**config.mk**
```make
export PLATFORM = sky130hd
export DESIGN_NAME = encoder_speed_pi_loop
export DESIGN_NICKNAME = d
export VERILOG_FILES = /design/src/rtl/espi_pkg.sv /design/src/rtl/encoder_speed_pi_loop.sv /design/src/rtl/espi_mul.sv
export SDC_FILE = /design/constraint.sdc
export NUM_CORES = 1
export LEC_CHECK = 0
export BUFFER_PORTS_ARGS = -buffer_cell sky130_fd_sc_hd__buf_2
export CAP_MARGIN = 20
export CORE_MARGIN = 3
export CORE_UTILIZATION = 38
export DETAILED_ROUTE_END_ITERATION = 7
export PLACE_DENSITY = 0.63
export SYNTH_ARGS = -nofsm -noshare
export SYNTH_HDL_FRONTEND = slang
export SYNTH_SLANG_ARGS = --single-unit
```
**constraint.sdc**
```tcl
create_clock -name clk_i -period 13.5 [get_ports clk_i]
set_input_delay 0 -clock clk_i [delete_from_list [all_inputs] [get_ports clk_i]]
set_output_delay 0 -clock clk_i [all_outputs]
set_load 0.03 [all_outputs]
```
**src/rtl/espi_pkg.sv**
```systemverilog
// Shared widths, register indexes, sequencer states and multiplier request type.
`default_nettype none

package espi_pkg;

  localparam int unsigned CntW  = 16;
  localparam int unsigned SpdW  = 16;
  localparam int unsigned ErrW  = 17;
  localparam int unsigned GainW = 16;
  localparam int unsigned ProdW = 34;
  localparam int unsigned AccW  = 40;
  localparam int unsigned LimW  = 15;
  localparam int unsigned UW    = 43;
  localparam int unsigned RegAddrW = 2;

  localparam logic [GainW-1:0] PropGainRst   = 16'd256;
  localparam logic [GainW-1:0] IntGainTsRst  = 16'd1638;
  localparam logic [GainW-1:0] CountsToPuRst = 16'd20480;
  localparam logic [LimW-1:0]  OutLimitRst   = 15'd16384;

  typedef enum logic [RegAddrW-1:0] {
    REG_PROP_GAIN    = 2'd0,
    REG_INT_GAIN_TS  = 2'd1,
    REG_COUNTS_TO_PU = 2'd2,
    REG_OUT_LIMIT    = 2'd3
  } espi_reg_e;

  typedef enum logic [2:0] {
    ST_IDLE,
    ST_SPEED,
    ST_ERR,
    ST_INT,
    ST_ACC,
    ST_OUT,
    ST_DONE
  } espi_state_e;

  typedef struct packed {
    logic                    en;
    logic signed [ErrW-1:0]  a;
    logic [GainW-1:0]        b;
  } espi_mul_req_t;

endpackage

`default_nettype wire

```
**src/rtl/encoder_speed_pi_loop.sv**
```systemverilog
// Top level of the encoder speed PI loop with clamping anti-windup.
//
// One input item per speed-loop tick arrives on the s_axis channel: the
// encoder count and the speed reference in tdata, the enable and closed-loop
// flags in tuser. One result item leaves on the m_axis channel: the torque
// current reference in tdata and the clamp flag in tuser.
// Gains and the output limit are written through the cfg port; the user must
// write them only while idle, as the block itself does not enforce it. An
// active item steps through the speed, error, integral, accumulate, output and
// done states; one multiplier is shared for the speed scaling, the integral
// increment and the proportional term, one product per step. A disabled or
// open-loop item clears the integral and goes to the done state with a zero
// result. The input is ready again on the edge that loads the output
// register. A new item is taken once the previous result has been moved into
// the output register, so up to one result waits while the next item runs.
// When the receiver stalls, the finished result holds in the sequencer until
// the output register frees. Reset restores the register defaults, clears
// the integral and the last count, and empties the output register.
`default_nettype none

module encoder_speed_pi_loop import espi_pkg::*; (
  input  wire                  clk_i,
  input  wire                  rst_ni,
  input  wire                  s_axis_tvalid,
  output logic                 s_axis_tready,
  // [15:0] position_count, [31:16] speed_ref
  input  wire  [31:0]          s_axis_tdata,
  // [0] enable, [1] closed_loop
  input  wire  [1:0]           s_axis_tuser,
  output logic                 m_axis_tvalid,
  input  wire                  m_axis_tready,
  // [15:0] torque_current_ref
  output logic [15:0]          m_axis_tdata,
  // [0] limited
  output logic                 m_axis_tuser,
  input  wire                  cfg_we_i,
  input  wire  [RegAddrW-1:0]  cfg_addr_i,
  input  wire  [GainW-1:0]     cfg_wdata_i
);

  espi_state_e state_q, state_d;

  logic [GainW-1:0] prop_gain_q, int_gain_ts_q, counts_to_pu_q;
  logic [LimW-1:0]  out_limit_q;

  logic [CntW-1:0]         last_count_q;
  logic signed [SpdW-1:0]  ref_q;
  logic signed [CntW-1:0]  delta_q;
  logic signed [ErrW-1:0]  err_q;
  logic signed [AccW-1:0]  acc_q;
  logic signed [AccW-1:0]  accn_q;
  logic signed [SpdW-1:0]  res_q;
  logic                    clamp_q;

  logic                    out_valid_q;
  logic [15:0]             out_data_q;
  logic                    out_lim_q;

  espi_mul_req_t           mul_req;
  logic signed [ProdW-1:0] prod;

  logic                    in_acc;
  logic                    active;
  logic [CntW-1:0]         delta_d;
  logic signed [ProdW-1:0] speed_wide;
  logic signed [SpdW-1:0]  speed_sat;
  logic signed [ErrW-1:0]  err_d;
  logic signed [AccW:0]    acc_sum;
  logic signed [AccW-1:0]  acc_sat;
  logic signed [UW-1:0]    u_val;
  logic signed [UW-1:0]    lim_pos;
  logic signed [UW-1:0]    lim_neg;
  logic                    clamp_hi;
  logic                    clamp_lo;
  logic                    out_free;

  espi_mul u_mul (
    .clk_i  (clk_i),
    .req_i  (mul_req),
    .prod_o (prod)
  );

  assign s_axis_tready = (state_q == ST_IDLE);
  assign in_acc        = s_axis_tvalid && s_axis_tready;
  assign active        = s_axis_tuser[0] && s_axis_tuser[1];
  assign out_free      = !out_valid_q || m_axis_tready;
  assign delta_d       = s_axis_tdata[CntW-1:0] - last_count_q;

  assign speed_wide = prod >>> 8;
  always_comb begin
    if (speed_wide > $signed(ProdW'(32767))) begin
      speed_sat = 16'sh7fff;
    end else if (speed_wide < -$signed(ProdW'(32768))) begin
      speed_sat = -16'sh8000;
    end else begin
      speed_sat = speed_wide[SpdW-1:0];
    end
  end
  assign err_d = {ref_q[SpdW-1], ref_q} - {speed_sat[SpdW-1], speed_sat};

  assign acc_sum = {acc_q[AccW-1], acc_q} + {{(AccW+1-ProdW){prod[ProdW-1]}}, prod};
  always_comb begin
    if (acc_sum[AccW] != acc_sum[AccW-1]) begin
      acc_sat = acc_sum[AccW] ? {1'b1, {(AccW-1){1'b0}}} : {1'b0, {(AccW-1){1'b1}}};
    end else begin
      acc_sat = acc_sum[AccW-1:0];
    end
  end

  assign u_val = {{(UW-ProdW-8){prod[ProdW-1]}}, prod, 8'b0}
               + {{(UW-AccW){accn_q[AccW-1]}}, accn_q};
  assign lim_pos  = {{(UW-LimW-16){1'b0}}, out_limit_q, 16'b0};
  assign lim_neg  = -lim_pos;
  assign clamp_hi = u_val > lim_pos;
  assign clamp_lo = u_val < lim_neg;

  always_comb begin
    state_d   = state_q;
    mul_req   = '0;
    unique case (state_q)
      ST_IDLE: begin
        if (in_acc) begin
          state_d = active ? ST_SPEED : ST_DONE;
        end
      end
      ST_SPEED: begin
        mul_req.en = 1'b1;
        mul_req.a  = {delta_q[CntW-1], delta_q};
        mul_req.b  = counts_to_pu_q;
        state_d    = ST_ERR;
      end
      ST_ERR: begin
        state_d = ST_INT;
      end
      ST_INT: begin
        mul_req.en = 1'b1;
        mul_req.a  = err_q;
        mul_req.b  = int_gain_ts_q;
        state_d    = ST_ACC;
      end
      ST_ACC: begin
        mul_req.en = 1'b1;
        mul_req.a  = err_q;
        mul_req.b  = prop_gain_q;
        state_d    = ST_OUT;
      end
      ST_OUT: begin
        state_d = ST_DONE;
      end
      ST_DONE: begin
        if (out_free) begin
          state_d = ST_IDLE;
        end
      end
      default: begin
        state_d = ST_IDLE;
      end
    endcase
  end

  always_ff @(posedge clk_i or negedge rst_ni) begin
    if (!rst_ni) begin
      state_q <= ST_IDLE;
    end else begin
      state_q <= state_d;
    end
  end

  always_ff @(posedge clk_i or negedge rst_ni) begin
    if (!rst_ni) begin
      prop_gain_q    <= PropGainRst;
      int_gain_ts_q  <= IntGainTsRst;
      counts_to_pu_q <= CountsToPuRst;
      out_limit_q    <= OutLimitRst;
    end else if (cfg_we_i) begin
      unique case (espi_reg_e'(cfg_addr_i))
        REG_PROP_GAIN:    prop_gain_q    <= cfg_wdata_i;
        REG_INT_GAIN_TS:  int_gain_ts_q  <= cfg_wdata_i;
        REG_COUNTS_TO_PU: counts_to_pu_q <= cfg_wdata_i;
        REG_OUT_LIMIT:    out_limit_q    <= cfg_wdata_i[LimW-1:0];
        default: ;
      endcase
    end
  end

  always_ff @(posedge clk_i or negedge rst_ni) begin
    if (!rst_ni) begin
      last_count_q <= '0;
      acc_q        <= '0;
    end else begin
      if (in_acc) begin
        if (active) begin
          last_count_q <= s_axis_tdata[CntW-1:0];
        end else begin
          acc_q <= '0;
        end
      end
      if (state_q == ST_OUT && !(clamp_hi || clamp_lo)) begin
        acc_q <= accn_q;
      end
    end
  end

  always_ff @(posedge clk_i) begin
    if (in_acc) begin
      ref_q   <= s_axis_tdata[31:16];
      delta_q <= delta_d;
      res_q   <= '0;
      clamp_q <= 1'b0;
    end
    if (state_q == ST_ERR) begin
      err_q <= err_d;
    end
    if (state_q == ST_ACC) begin
      accn_q <= acc_sat;
    end
    if (state_q == ST_OUT) begin
      clamp_q <= clamp_hi || clamp_lo;
      if (clamp_hi) begin
        res_q <= {1'b0, out_limit_q};
      end else if (clamp_lo) begin
        res_q <= -$signed({1'b0, out_limit_q});
      end else begin
        res_q <= u_val[31:16];
      end
    end
  end

  always_ff @(posedge clk_i or negedge rst_ni) begin
    if (!rst_ni) begin
      out_valid_q <= 1'b0;
    end else if (state_q == ST_DONE && out_free) begin
      out_valid_q <= 1'b1;
    end else if (m_axis_tready) begin
      out_valid_q <= 1'b0;
    end
  end

  always_ff @(posedge clk_i) begin
    if (state_q == ST_DONE && out_free) begin
      out_data_q <= res_q;
      out_lim_q  <= clamp_q;
    end
  end

  assign m_axis_tvalid = out_valid_q;
  assign m_axis_tdata  = out_data_q;
  assign m_axis_tuser  = out_lim_q;

`ifndef SYNTH
  a_lim_value: assert property (@(posedge clk_i) disable iff (!rst_ni)
    (m_axis_tvalid && m_axis_tuser) |->
      ($signed(m_axis_tdata) == $signed({1'b0, out_limit_q}) ||
       $signed(m_axis_tdata) == -$signed({1'b0, out_limit_q})))
    else $error("clamped result is not at the output limit");

  a_in_range: assert property (@(posedge clk_i) disable iff (!rst_ni)
    m_axis_tvalid |->
      ($signed(m_axis_tdata) <= $signed({1'b0, out_limit_q}) &&
       $signed(m_axis_tdata) >= -$signed({1'b0, out_limit_q})))
    else $error("result lies outside the output limit");

  a_off_clears: assert property (@(posedge clk_i) disable iff (!rst_ni)
    (in_acc && !active) |=> (acc_q == '0 && state_q == ST_DONE))
    else $error("disabled item did not clear the integral");

  a_hold_count: assert property (@(posedge clk_i) disable iff (!rst_ni)
    (in_acc && !active) |=> $stable(last_count_q))
    else $error("disabled item changed the last count");
`endif

endmodule

`default_nettype wire

```
**src/rtl/espi_mul.sv**
```systemverilog
// Shared signed-by-unsigned multiplier with a registered product.
`default_nettype none

module espi_mul import espi_pkg::*; (
  input  wire                          clk_i,
  input  espi_mul_req_t                req_i,
  output logic signed [ProdW-1:0]      prod_o
);

  logic signed [ProdW-1:0] a_ext;
  logic signed [ProdW-1:0] b_ext;
  logic signed [ProdW-1:0] prod_d;
  logic signed [ProdW-1:0] prod_q;

  assign a_ext  = {{(ProdW-ErrW){req_i.a[ErrW-1]}}, req_i.a};
  assign b_ext  = {{(ProdW-GainW){1'b0}}, req_i.b};
  assign prod_d = a_ext * b_ext;

  always_ff @(posedge clk_i) begin
    if (req_i.en) begin
      prod_q <= prod_d;
    end
  end

  assign prod_o = prod_q;

endmodule

`default_nettype wire
```
==> results of run 1 <==
metal layers:
metal / wire, µm / track usage / vias to the layer above
li1: - / - / 10400
met1: 34000 / 0.270 / 10700
met2: 36700 / 0.326 / 603
met3: 4260 / 0.0307 / 143
met4: 3160 / 0.0764 / 2
met5: 11 / 0 / -
worst reg2reg max path, delay by kind of cell, from the launching register on:
family	cells	cell delay [ps]
AO/OA/AOI/OAI	10	3450
buffers and inverters	4	800
XOR/XNOR	1	90
flip-flops	1	710
AND/OR/NAND/NOR	3	620
adder cells (fa/ha/maj)	7	3540
sequential cells by signal (all words and copies together) (netlist names), 17 cells and up:
| signal | count |
|---|---|
| err_q | 17 |
| accn_q | 40 |
| acc_q | 40 |
| u_mul.prod_o | 34 |
metrics by stage:
step / std cells / area, µm²
after floorplan: 3035 / 28700
after global placement: 4006 / 30100
after detailed placement: 4009 / 30100
after CTS: 4128 / 31800
after global routing: 4128 / 31800
final: 4128 / 31800
cell type report:
cell class                 instances  area (µm²)  area share
timing repair buffer             163        1190      0.0376
clock buffer                      46         958      0.0302
sequential                       280        7810       0.246
multi-input combinational       2148       18600       0.584
clock inverter                    20         165     0.00520
tap                              969        1210      0.0381
inverter                         502        1880      0.0593
synthesized netlist by cell type, drive strengths merged (18+ instances only):
cell type	number	area, µm²
inv	502	1880
nand2	312	1170
fa	283	5670
ha	235	2940
nor2	221	830
edfxtp	157	4710
a21oi	154	793
o21ai	133	666
dfrtp	113	2830
xnor2	89	780
clkbuf	83	312
mux2	67	754
mux2i	60	601
a21o	56	420
nand3	54	270
nor3	52	260
xor2	34	298
o21a	30	225
a211oi	24	195
nor2b	24	150
o31ai	23	173
buf	22	131
or3	20	125
and2	18	113
and3	18	113
cells by family after synthesis:
family                     after synthesis  share of synthesized area
and+or+nand+nor                        794                      0.125
buffers and inverters                  607                     0.0812
AOI/OAI and AO/OA                      581                      0.135
adders and majority gates              523                      0.302
DFF                                    280                      0.272
muxes                                  127                     0.0473
xor gates and xnor gates               123                     0.0376
worst max path at each step:
stage	from	end	slack (ps)
floorplan	state_q[2]	u_mul.prod_o[32]	4500
global placement	state_q[1]	u_mul.prod_o[32]	4230
detailed placement	state_q[1]	u_mul.prod_o[32]	4070
CTS	state_q[1]	u_mul.prod_o[32]	4020
global route	state_q[1]	u_mul.prod_o[32]	3410
finish	state_q[1]	u_mul.prod_o[32]	4030
==> results by group, run 1 <==
Worst setup path
  – R2r startpoint: state_q[1]
  – Buf+Inv Stages, Crit Path: 4
  – Setup slack, reg-to-reg: roughly 4000 ps
  – Worst EP required: ~14,000 ps
  – Crit-path max FO: 59
  – Worst reg2reg endpoint: u_mul.prod_o[32]
  – Worst path depth: 25
  – Crit path arrival time: just under 10,000 ps
  – CP peak stage delay: around 860 ps
  – Worst reg2reg path depth: 25
  – CP Launch Type: register
  – Worst path most repeated cell: fa_1
  – CP top delay family: adder cells
  – Worst path slowest cell: a21o_1
  – CP Class: register to register
  – Crit path capture type: register

Clocking
  – Num CTS Buffers: 36
  – Clock sink total: 280
  – Clock transition at the registers of the reported paths: 60 ps
  – Setup Buffers After CTS: 0
  – Worst-Skew Late Latency: 570 ps
  – CTS tree: yes
  – Root Buffer: clkbuf_16
  – Resized cells post-CTS: 0
  – # hold bufs at CTS: between 50 and 60
  – H-Tree Depth: 2
  – Max Buffers Root-to-Sink: 3

Min path
  – Hold Crit Class: primary input to asynchronous set/reset pin

Drt
  – Final wirelength: 78,100 µm
  – Remaining antenna violation count: 0
  – WL/cell: between 15 and 20 µm
  – DRC: 0
  – Detailed-router iteration count before antenna repair: 6
  – Vias per cell: 5.29
  – Initial DRC count: roughly 1,600
  – Detailed-route via count: 21,900

Global routing
  – Total routing usage reported by global routing: 0.200
  – Initial antenna violation count: 1
  – Vias in the first global route: 21,500
  – First-pass GRT wire length: 123,000 µm
  – Pin count of the biggest net entering global routing: between 60 and 70
  – Global route overflow: 0

Synth
  – Synth Flop Type: edfxtp_1
  – Synth cell types: 85
  – Ys Warns: 0
  – Post-synth EDFFs: 157
  – Average cell area after synthesis: 9.44 µm²
  – Gate Count Post-Synth: 3,035
  – Sequential fraction of the synthesis area: 0.272
  – Ys async rst share: 0.439
  – Post-Syn Area: 28,700 µm²
  – Post-synth net total: 3,610
  – Yosys reg bits: 280

Timing
  – Unrepaired setup endpoints after global routing: false
  – Final WS setup: 4030 ps
  – Final setup skew: 27.1 ps
  – Fin Hold WS: roughly 47 ps
  – Slew margin rel.: 0.121
  – Slew @ Worst Pin: 1320 ps
  – Final setup fails: 0
  – Slew Limit Fails: 0
  – Total negative slack: 0 ps
  – Minimum clock period: 9470 ps
  – Fin crit share: 0.702
  – Final Hold Violating Endpoints: 0
  – Highest clock rate: 0.106 GHz

Layout
  – Final net count: 3,706
  – Post-layout util: 0.426
  – Most frequent cells in the layout: inv_1 (502), nand2_1 (312), fa_1 (283)
  – Layout filler cell count: 7,351
  – Layout cell share with drive strength beyond 1: 0.0902
  – Layout area overhead: 10.9%
  – Most common cell after layout, fill and taps aside: inv_1
  – # diodes: 0

Run status
  – Status: completed

Die
  – Rows: 100
  – CORE AREA: 74,600 µm²
  – IO Pins: 76
  – Starting Density: 0.384
  – Die X: 281 µm
  – Die Span Y: 281 µm
  – Total die area: between 70,000 and 80,000 µm²

Placed design
  – Pre-CTS setup slack: 4070 ps
  – Global placer's final weighted congestion: 0.940
  – DP HPWL: ~62,000 µm
  – Port Buffers: 75

Job
  – Max Cap Violations: 0
Power of run 1 is left out: the tool's default activity adds up to more than one toggle a clock period on the data nets, which glitch-free logic cannot reach.
==> run 2: changes to the inputs <==
==> constraint.sdc (replaced) <==
create_clock -name clk_i -period 9.4 [get_ports clk_i]
set_input_delay 0 -clock clk_i [delete_from_list [all_inputs] [get_ports clk_i]]
set_output_delay 0 -clock clk_i [all_outputs]
set_load 0.03 [all_outputs]
==> run 2 against run 1 <==
Compared with the run above: design area rose by 0.45%; worst hold slack improved by 29 ps; via count rose by 0.40%; setup slack got worse by 3300 ps; global-route usage rose by 0.38 points; cell count rose by 0.15%; fmax rose by 9.1%; sequential cell count did not move; count of clock-buffer cells in the layout fell by 5; critical path type unchanged; utilization rose by 0.19 points; register-to-register slack got worse by 3300 ps.
==> results by group, run 2 (synthesis gave the netlist of run 1 again) <==
Clocking
  – Setup Buffers After CTS: 0 (unchanged)
  – Num CTS Buffers: 34 (was 36)
  – Max Buffers Root-to-Sink: 3 (unchanged)
  – H-Tree Depth: 2 (unchanged)
  – Clock sink total: 280 (unchanged)
  – CTS tree: yes (unchanged)
  – Root Buffer: clkbuf_16 (unchanged)
  – Worst-Skew Late Latency: 570 ps (about the same)
  – Clock transition at the registers of the reported paths: 60 ps (about the same)

Drt
  – Initial DRC count: 1,839 (was 1,611)
  – Vias per cell: 5.31 (was 5.29)
  – Final wirelength: 78,900 µm (was 78,100 µm)
  – Detailed-router iteration count before antenna repair: 6 (unchanged)
  – WL/cell: 19.1 µm (was 18.9 µm)
  – Remaining antenna violation count: 0 (unchanged)
  – DRC: 0 (unchanged)
  – Detailed-route via count: 21,900 (about the same)

Die
  – CORE AREA: 74,600 µm² (unchanged)
  – Rows: 100 (unchanged)
  – Die X: 281 µm (unchanged)
  – Die Span Y: 281 µm (unchanged)
  – Total die area: 78,800 µm² (unchanged)
  – IO Pins: 76 (unchanged)
  – Starting Density: 0.384 (unchanged)

Global routing
  – Total routing usage reported by global routing: 0.204 (was 0.200)
  – Global route overflow: 0 (unchanged)
  – Pin count of the biggest net entering global routing: 77 (was 64)
  – First-pass GRT wire length: 126,000 µm (was 123,000 µm)
  – Vias in the first global route: 22,300 (was 21,500)
  – Initial antenna violation count: 0 (was 1)

Timing
  – Total negative slack: 0 ps (unchanged)
  – Unrepaired setup endpoints after global routing: false (unchanged)
  – Slew @ Worst Pin: 1160 ps (was 1320 ps)
  – Final Hold Violating Endpoints: 0 (unchanged)
  – Minimum clock period: 8690 ps (was 9470 ps)
  – Fin crit share: 0.924 (was 0.702)
  – Final setup fails: 0 (unchanged)
  – Final setup skew: 52.2 ps (was 27.1 ps)
  – Slew Limit Fails: 0 (unchanged)
  – Highest clock rate: 0.115 GHz (was 0.106 GHz)
  – Slew margin rel.: 0.225 (was 0.121)

Layout
  – Final net count: 3,714 (was 3,706)
  – # diodes: 0 (unchanged)
  – Layout filler cell count: 7,220 (was 7,351)
  – Footprint of the multi-input gates: 18,600 µm² (about the same)
  – Register area: 7810 µm² (unchanged)
  – Most common cell after layout, fill and taps aside: inv_1 (unchanged)
  – Layout area overhead: 11.4% (was 10.9%)
  – Most frequent cells in the layout: inv_1 (502), nand2_1 (312), fa_1 (283) (unchanged)
  – Layout cell share with drive strength beyond 1: 0.0904 (was 0.0902)

Worst setup path
  – Crit-path max FO: 58 (was 59)
  – Worst reg2reg path depth: 25 (unchanged)
  – CP Launch Type: register (unchanged)
  – CP Class: register to register (unchanged)
  – Crit path capture type: register (unchanged)
  – Worst reg2reg endpoint: u_mul.prod_o[32] (unchanged)
  – Setup slack, reg-to-reg: 710 ps (was 4030 ps)
  – R2r startpoint: state_q[2] (was state_q[1])
  – Worst EP required: 9680 ps (was 13,800 ps)
  – Crit path arrival time: 8970 ps (was 9770 ps)

Min path
  – Hold depth: 6
  – Hold endpoint: state_q[1]
  – Hold Path Origin: s_axis_tuser[0]
  – Hold Crit Class: primary input to register (was primary input to asynchronous set/reset pin)

Placed design
  – Port Buffers: 75 (unchanged)
  – Global placer's final weighted congestion: 0.903 (was 0.940)
  – DP HPWL: 62,200 µm (was 62,300 µm)

Run status
  – Status: completed (unchanged)

Job
  – Max Cap Violations: 0 (unchanged)
-- run 2: changes by cell type in the layout (fill, tap and decap cells not counted), moves of 2 or more --
cell / before / now
clkinv_2: 6 / 4
clkinv_4: 5 / 1
o21ai_1: 30 / 32
clkbuf_1: 8 / 6
clkbuf_8: 2 / 0
clkinvlp_4: 3 / 1
buf_4: 34 / 42
clkinv_1: 1 / 5
clkinv_8: 0 / 2
bufinv_16: 0 / 5
o21ai_2: 2 / 0
inv_6: 4 / 2
-- run 2: worst max-delay path: stages (launching register included) --
cell	delay [ps]
dfrtp_1	550
nor3b_2	270
buf_4	670
nand2_1	160
o21ai_1	600
nand2_1	210
fa_1	580
fa_1	440
fa_1	520
inv_1	50
fa_1	480
fa_1	540
inv_1	60
fa_1	530
inv_1	40
ha_1	340
a21o_1	190
a21o_1	160
a21oi_1	160
o21ai_0	130
and3_1	200
a221o_1	370
a221oi_1	600
o211ai_1	200
a31oi_1	240
xnor2_1	110
-- run 2: routing by layer --
| metal | up-vias | routed length, µm | track usage |
|---|---|---|---|
| li1 | 10400 | - | - |
| met2 | 631 | 37500 | 0.341 |
| met1 | 10800 | 35300 | 0.283 |
| met3 | 107 | 4050 | 0.0250 |
| met4 | 0 | 1940 | 0.0497 |
| met5 | - | 0 | 0 |
-- run 2: final cells by class --
type / instances / area share
clock inverter: 21 / 0.00894
clock buffer: 41 / 0.0281
sequential: 280 / 0.245
multi-input combinational: 2148 / 0.581
timing repair buffer: 173 / 0.0403
inverter: 502 / 0.0590
tap: 969 / 0.0380
-- run 2: stage by stage --
step	setup WS [ps]	cells	utilization	hold slack [ps]	area, µm²
floorplan	404	3035	-	-296	28700
global placement	856	4016	0.404	-3.71	30200
CTS	640	4133	0.428	30.0	31900
global route	133	4134	0.428	82.3	31900
finish	713	4134	0.428	76.4	31900
detailed placement	750	4016	0.404	-5.49	30200
-- run 2: what timing repair did --
action,CTS,global route
endpoints found under the hold margin,158,0
endpoints found under the setup margin,0,0
gates resized for setup,0,0
hold buffers,55,0
-- run 2: how the worst max path moves through the flow --
stage	startpoint	endpoint	depth (start not counted)
CTS	state_q[0]	u_mul.prod_o[32]	25
detailed placement	state_q[0]	u_mul.prod_o[32]	25
global route	state_q[2]	u_mul.prod_o[32]	25
global placement	state_q[0]	u_mul.prod_o[32]	25
finish	state_q[2]	u_mul.prod_o[32]	25
floorplan	state_q[2]	u_mul.prod_o[32]	28
Power of run 2 is left out for the same reason.
==> run 3: changes to the inputs <==
--- a/config.mk
+++ b/config.mk
@@ -8,9 +8,9 @@
 export BUFFER_PORTS_ARGS = -buffer_cell sky130_fd_sc_hd__buf_2
 export CAP_MARGIN = 20
 export CORE_MARGIN = 3
-export CORE_UTILIZATION = 38
+export CORE_UTILIZATION = 54
 export DETAILED_ROUTE_END_ITERATION = 7
-export PLACE_DENSITY = 0.63
+export PLACE_DENSITY = 0.81
 export SYNTH_ARGS = -nofsm -noshare
 export SYNTH_HDL_FRONTEND = slang
 export SYNTH_SLANG_ARGS = --single-unit
==> constraint.sdc (replaced) <==
create_clock -name clk_i -period 8.5 [get_ports clk_i]
set_input_delay 0 -clock clk_i [delete_from_list [all_inputs] [get_ports clk_i]]
set_output_delay 0 -clock clk_i [all_outputs]
set_load 0.03 [all_outputs]
==> run 3 against run 2 <==
Compared with the run above: critical path type unchanged; critical endpoint unchanged; die area fell by 29%; non-clock buffer count is 17 higher; via count rose by 3.4%; global-route usage rose by 6.6 points; cell count is 6.7% lower; count of clock-buffer cells in the layout is 7 higher; critical path depth did not move; sequential share of layout area increased by 0.27 points; first-iteration DRC count is 19% higher.
==> results by group, run 3 (synthesis gave the netlist of run 1 again) <==
Run status
  – Status: completed (unchanged)

Layout
  – Most common cell after layout, fill and taps aside: inv_1 (unchanged)
  – Register area: 7800 µm² (was 7810 µm²)
  – Layout cell share with drive strength beyond 1: 0.0954 (was 0.0904)
  – Footprint of the multi-input gates: 18,600 µm² (about the same)
  – Final net count: 3,727 (was 3,714)
  – Most frequent cells in the layout: inv_1 (502), nand2_1 (311), fa_1 (283) (was inv_1 (502), nand2_1 (312), fa_1 (283))
  – Layout filler cell count: 4,229 (was 7,220)
  – Fin area: 31,600 µm² (was 31,900 µm²)
  – Final std cells w/o fill: 3,855 (was 4,134)
  – # diodes: 0 (unchanged)
  – Layout area overhead: 10.2% (was 11.4%)

Die
  – IO Pins: 76 (unchanged)
  – Die Span Y: 236 µm (was 281 µm)
  – Rows: 83 (was 100)
  – CORE AREA: 51,900 µm² (was 74,600 µm²)
  – Total die area: 55,900 µm² (was 78,800 µm²)
  – Starting Density: 0.552 (was 0.384)
  – Die X: 236 µm (was 281 µm)

Drt
  – WL/cell: 19.7 µm (was 19.1 µm)
  – Remaining antenna violation count: 0 (unchanged)
  – DRC: 0 (unchanged)
  – Initial DRC count: 2,182 (was 1,839)
  – Vias per cell: 5.88 (was 5.31)
  – Final wirelength: 76,000 µm (was 78,900 µm)
  – Detailed-router iteration count before antenna repair: 6 (unchanged)
  – Detailed-route via count: 22,700 (was 21,900)

Clocking
  – CTS tree: yes (unchanged)
  – Worst-Skew Late Latency: 570 ps (about the same)
  – Setup Buffers After CTS: 0 (unchanged)
  – H-Tree Depth: 1 (was 2)
  – Num CTS Buffers: 30 (was 34)
  – Max Buffers Root-to-Sink: 3 (unchanged)
  – Clock sink total: 280 (unchanged)
  – Root Buffer: clkbuf_16 (unchanged)
  – Clock transition at the registers of the reported paths: 70 ps (was 60 ps)

Placed design
  – DP HPWL: 59,200 µm (was 62,200 µm)
  – Post-DP Area: 29,900 µm² (was 30,200 µm²)
  – Global placer's final weighted congestion: 0.957 (was 0.903)
  – Port Buffers: 75 (unchanged)
  – Placed cells: 3,745 (was 4,016)

Worst setup path
  – Crit path capture type: register (unchanged)
  – Worst EP required: 8810 ps (was 9680 ps)
  – CP Class: register to register (unchanged)
  – CP Launch Type: register (unchanged)
  – Crit path arrival time: 8350 ps (was 8970 ps)
  – Crit-path max FO: 58 (unchanged)

Global routing
  – Global route overflow: 0 (unchanged)
  – Total routing usage reported by global routing: 0.270 (was 0.204)
  – Initial antenna violation count: 1 (was 0)
  – Vias in the first global route: 22,500 (was 22,300)
  – Pin count of the biggest net entering global routing: 64 (was 77)
  – Met1 usage: 0.376 (was 0.283)
  – GRT met3 Usage: 0.0462 (was 0.0250)
  – Grt peak-use layer: met2 (unchanged)
  – First-pass GRT wire length: 121,000 µm (was 126,000 µm)
  – Met2 usage: 0.434 (was 0.341)

Timing
  – Final Hold Violating Endpoints: 0 (unchanged)
  – Fin crit share: 0.946 (was 0.924)
  – Total negative slack: 0 ps (unchanged)
  – Final setup skew: 16.1 ps (was 52.2 ps)
  – Final setup fails: 0 (unchanged)
  – Unrepaired setup endpoints after global routing: false (unchanged)
  – Slew Limit Fails: 0 (unchanged)
  – Highest clock rate: 0.124 GHz (was 0.115 GHz)
  – Minimum clock period: 8040 ps (was 8690 ps)
  – Slew margin rel.: 0.288 (was 0.225)
  – Slew @ Worst Pin: 1070 ps (was 1160 ps)

Job
  – Max Cap Violations: 0 (unchanged)

Min path
  – Hold Crit Class: primary input to register (unchanged)
[run 3: worst paths after layout]
kind	from	slack, ps	to	depth (start not counted)
min	cfg_addr_i[1]	60	prop_gain_q[7]	4
max	state_q[1]	460	u_mul.prod_o[32]	25
max reg2reg	state_q[1]	460	u_mul.prod_o[32]	25
max in group asynchronous	rst_ni	7120	acc_q[0]	4
min reg2reg	clamp_q	420	m_axis_tuser	0
min in group asynchronous	rst_ni	200	last_count_q[1]	3
[run 3: timing repair]
action,CTS,global route
gates resized for setup,0,4
setup endpoints to repair,0,4
hold endpoints to repair,185,0
hold buffers,54,0
[run 3: stage by stage]
stage	util	setup slack, ps	hold slack [ps]
floorplan	-	191	-296
global placement	0.576	485	-121
detailed placement	0.576	224	-120
CTS	0.608	151	35.1
global route	0.608	49.3	76.0
finish	0.608	460	60.9
[run 3: layout make-up]
type                    instances  share of cell area
multi-input cells            2148               0.588
flip-flops and latches        280               0.247
inverters                     502              0.0597
repair buffers                190              0.0437
clock buffers                  48              0.0311
well taps                     680              0.0269
clock inverters                 7             0.00321
[run 3: per-layer routing]
metal / part of all wire / up-vias
met5: 0 / -
met1: 0.42 / 11000
met2: 0.46 / 1047
met3: 0.088 / 168
li1: - / 10400
met4: 0.033 / 0
[run 3: worst max-delay path: stages, from the launching register on]
cell      delay [ps]
dfrtp_1          470
nor3b_2          260
buf_6            480
nand2_1          130
o21ai_1          410
nand2_1          180
fa_1             580
inv_1             50
fa_1             520
fa_1             440
fa_1             510
fa_1             540
inv_1             50
fa_1             530
inv_1             40
ha_1             340
a21o_1           210
a21o_1           180
a21oi_1          160
o21ai_0          130
and3_1           200
a221o_1          400
a221oi_2         450
o211ai_1         170
a31oi_1          210
xnor2_1           90
Power of run 3 is left out for the same reason.
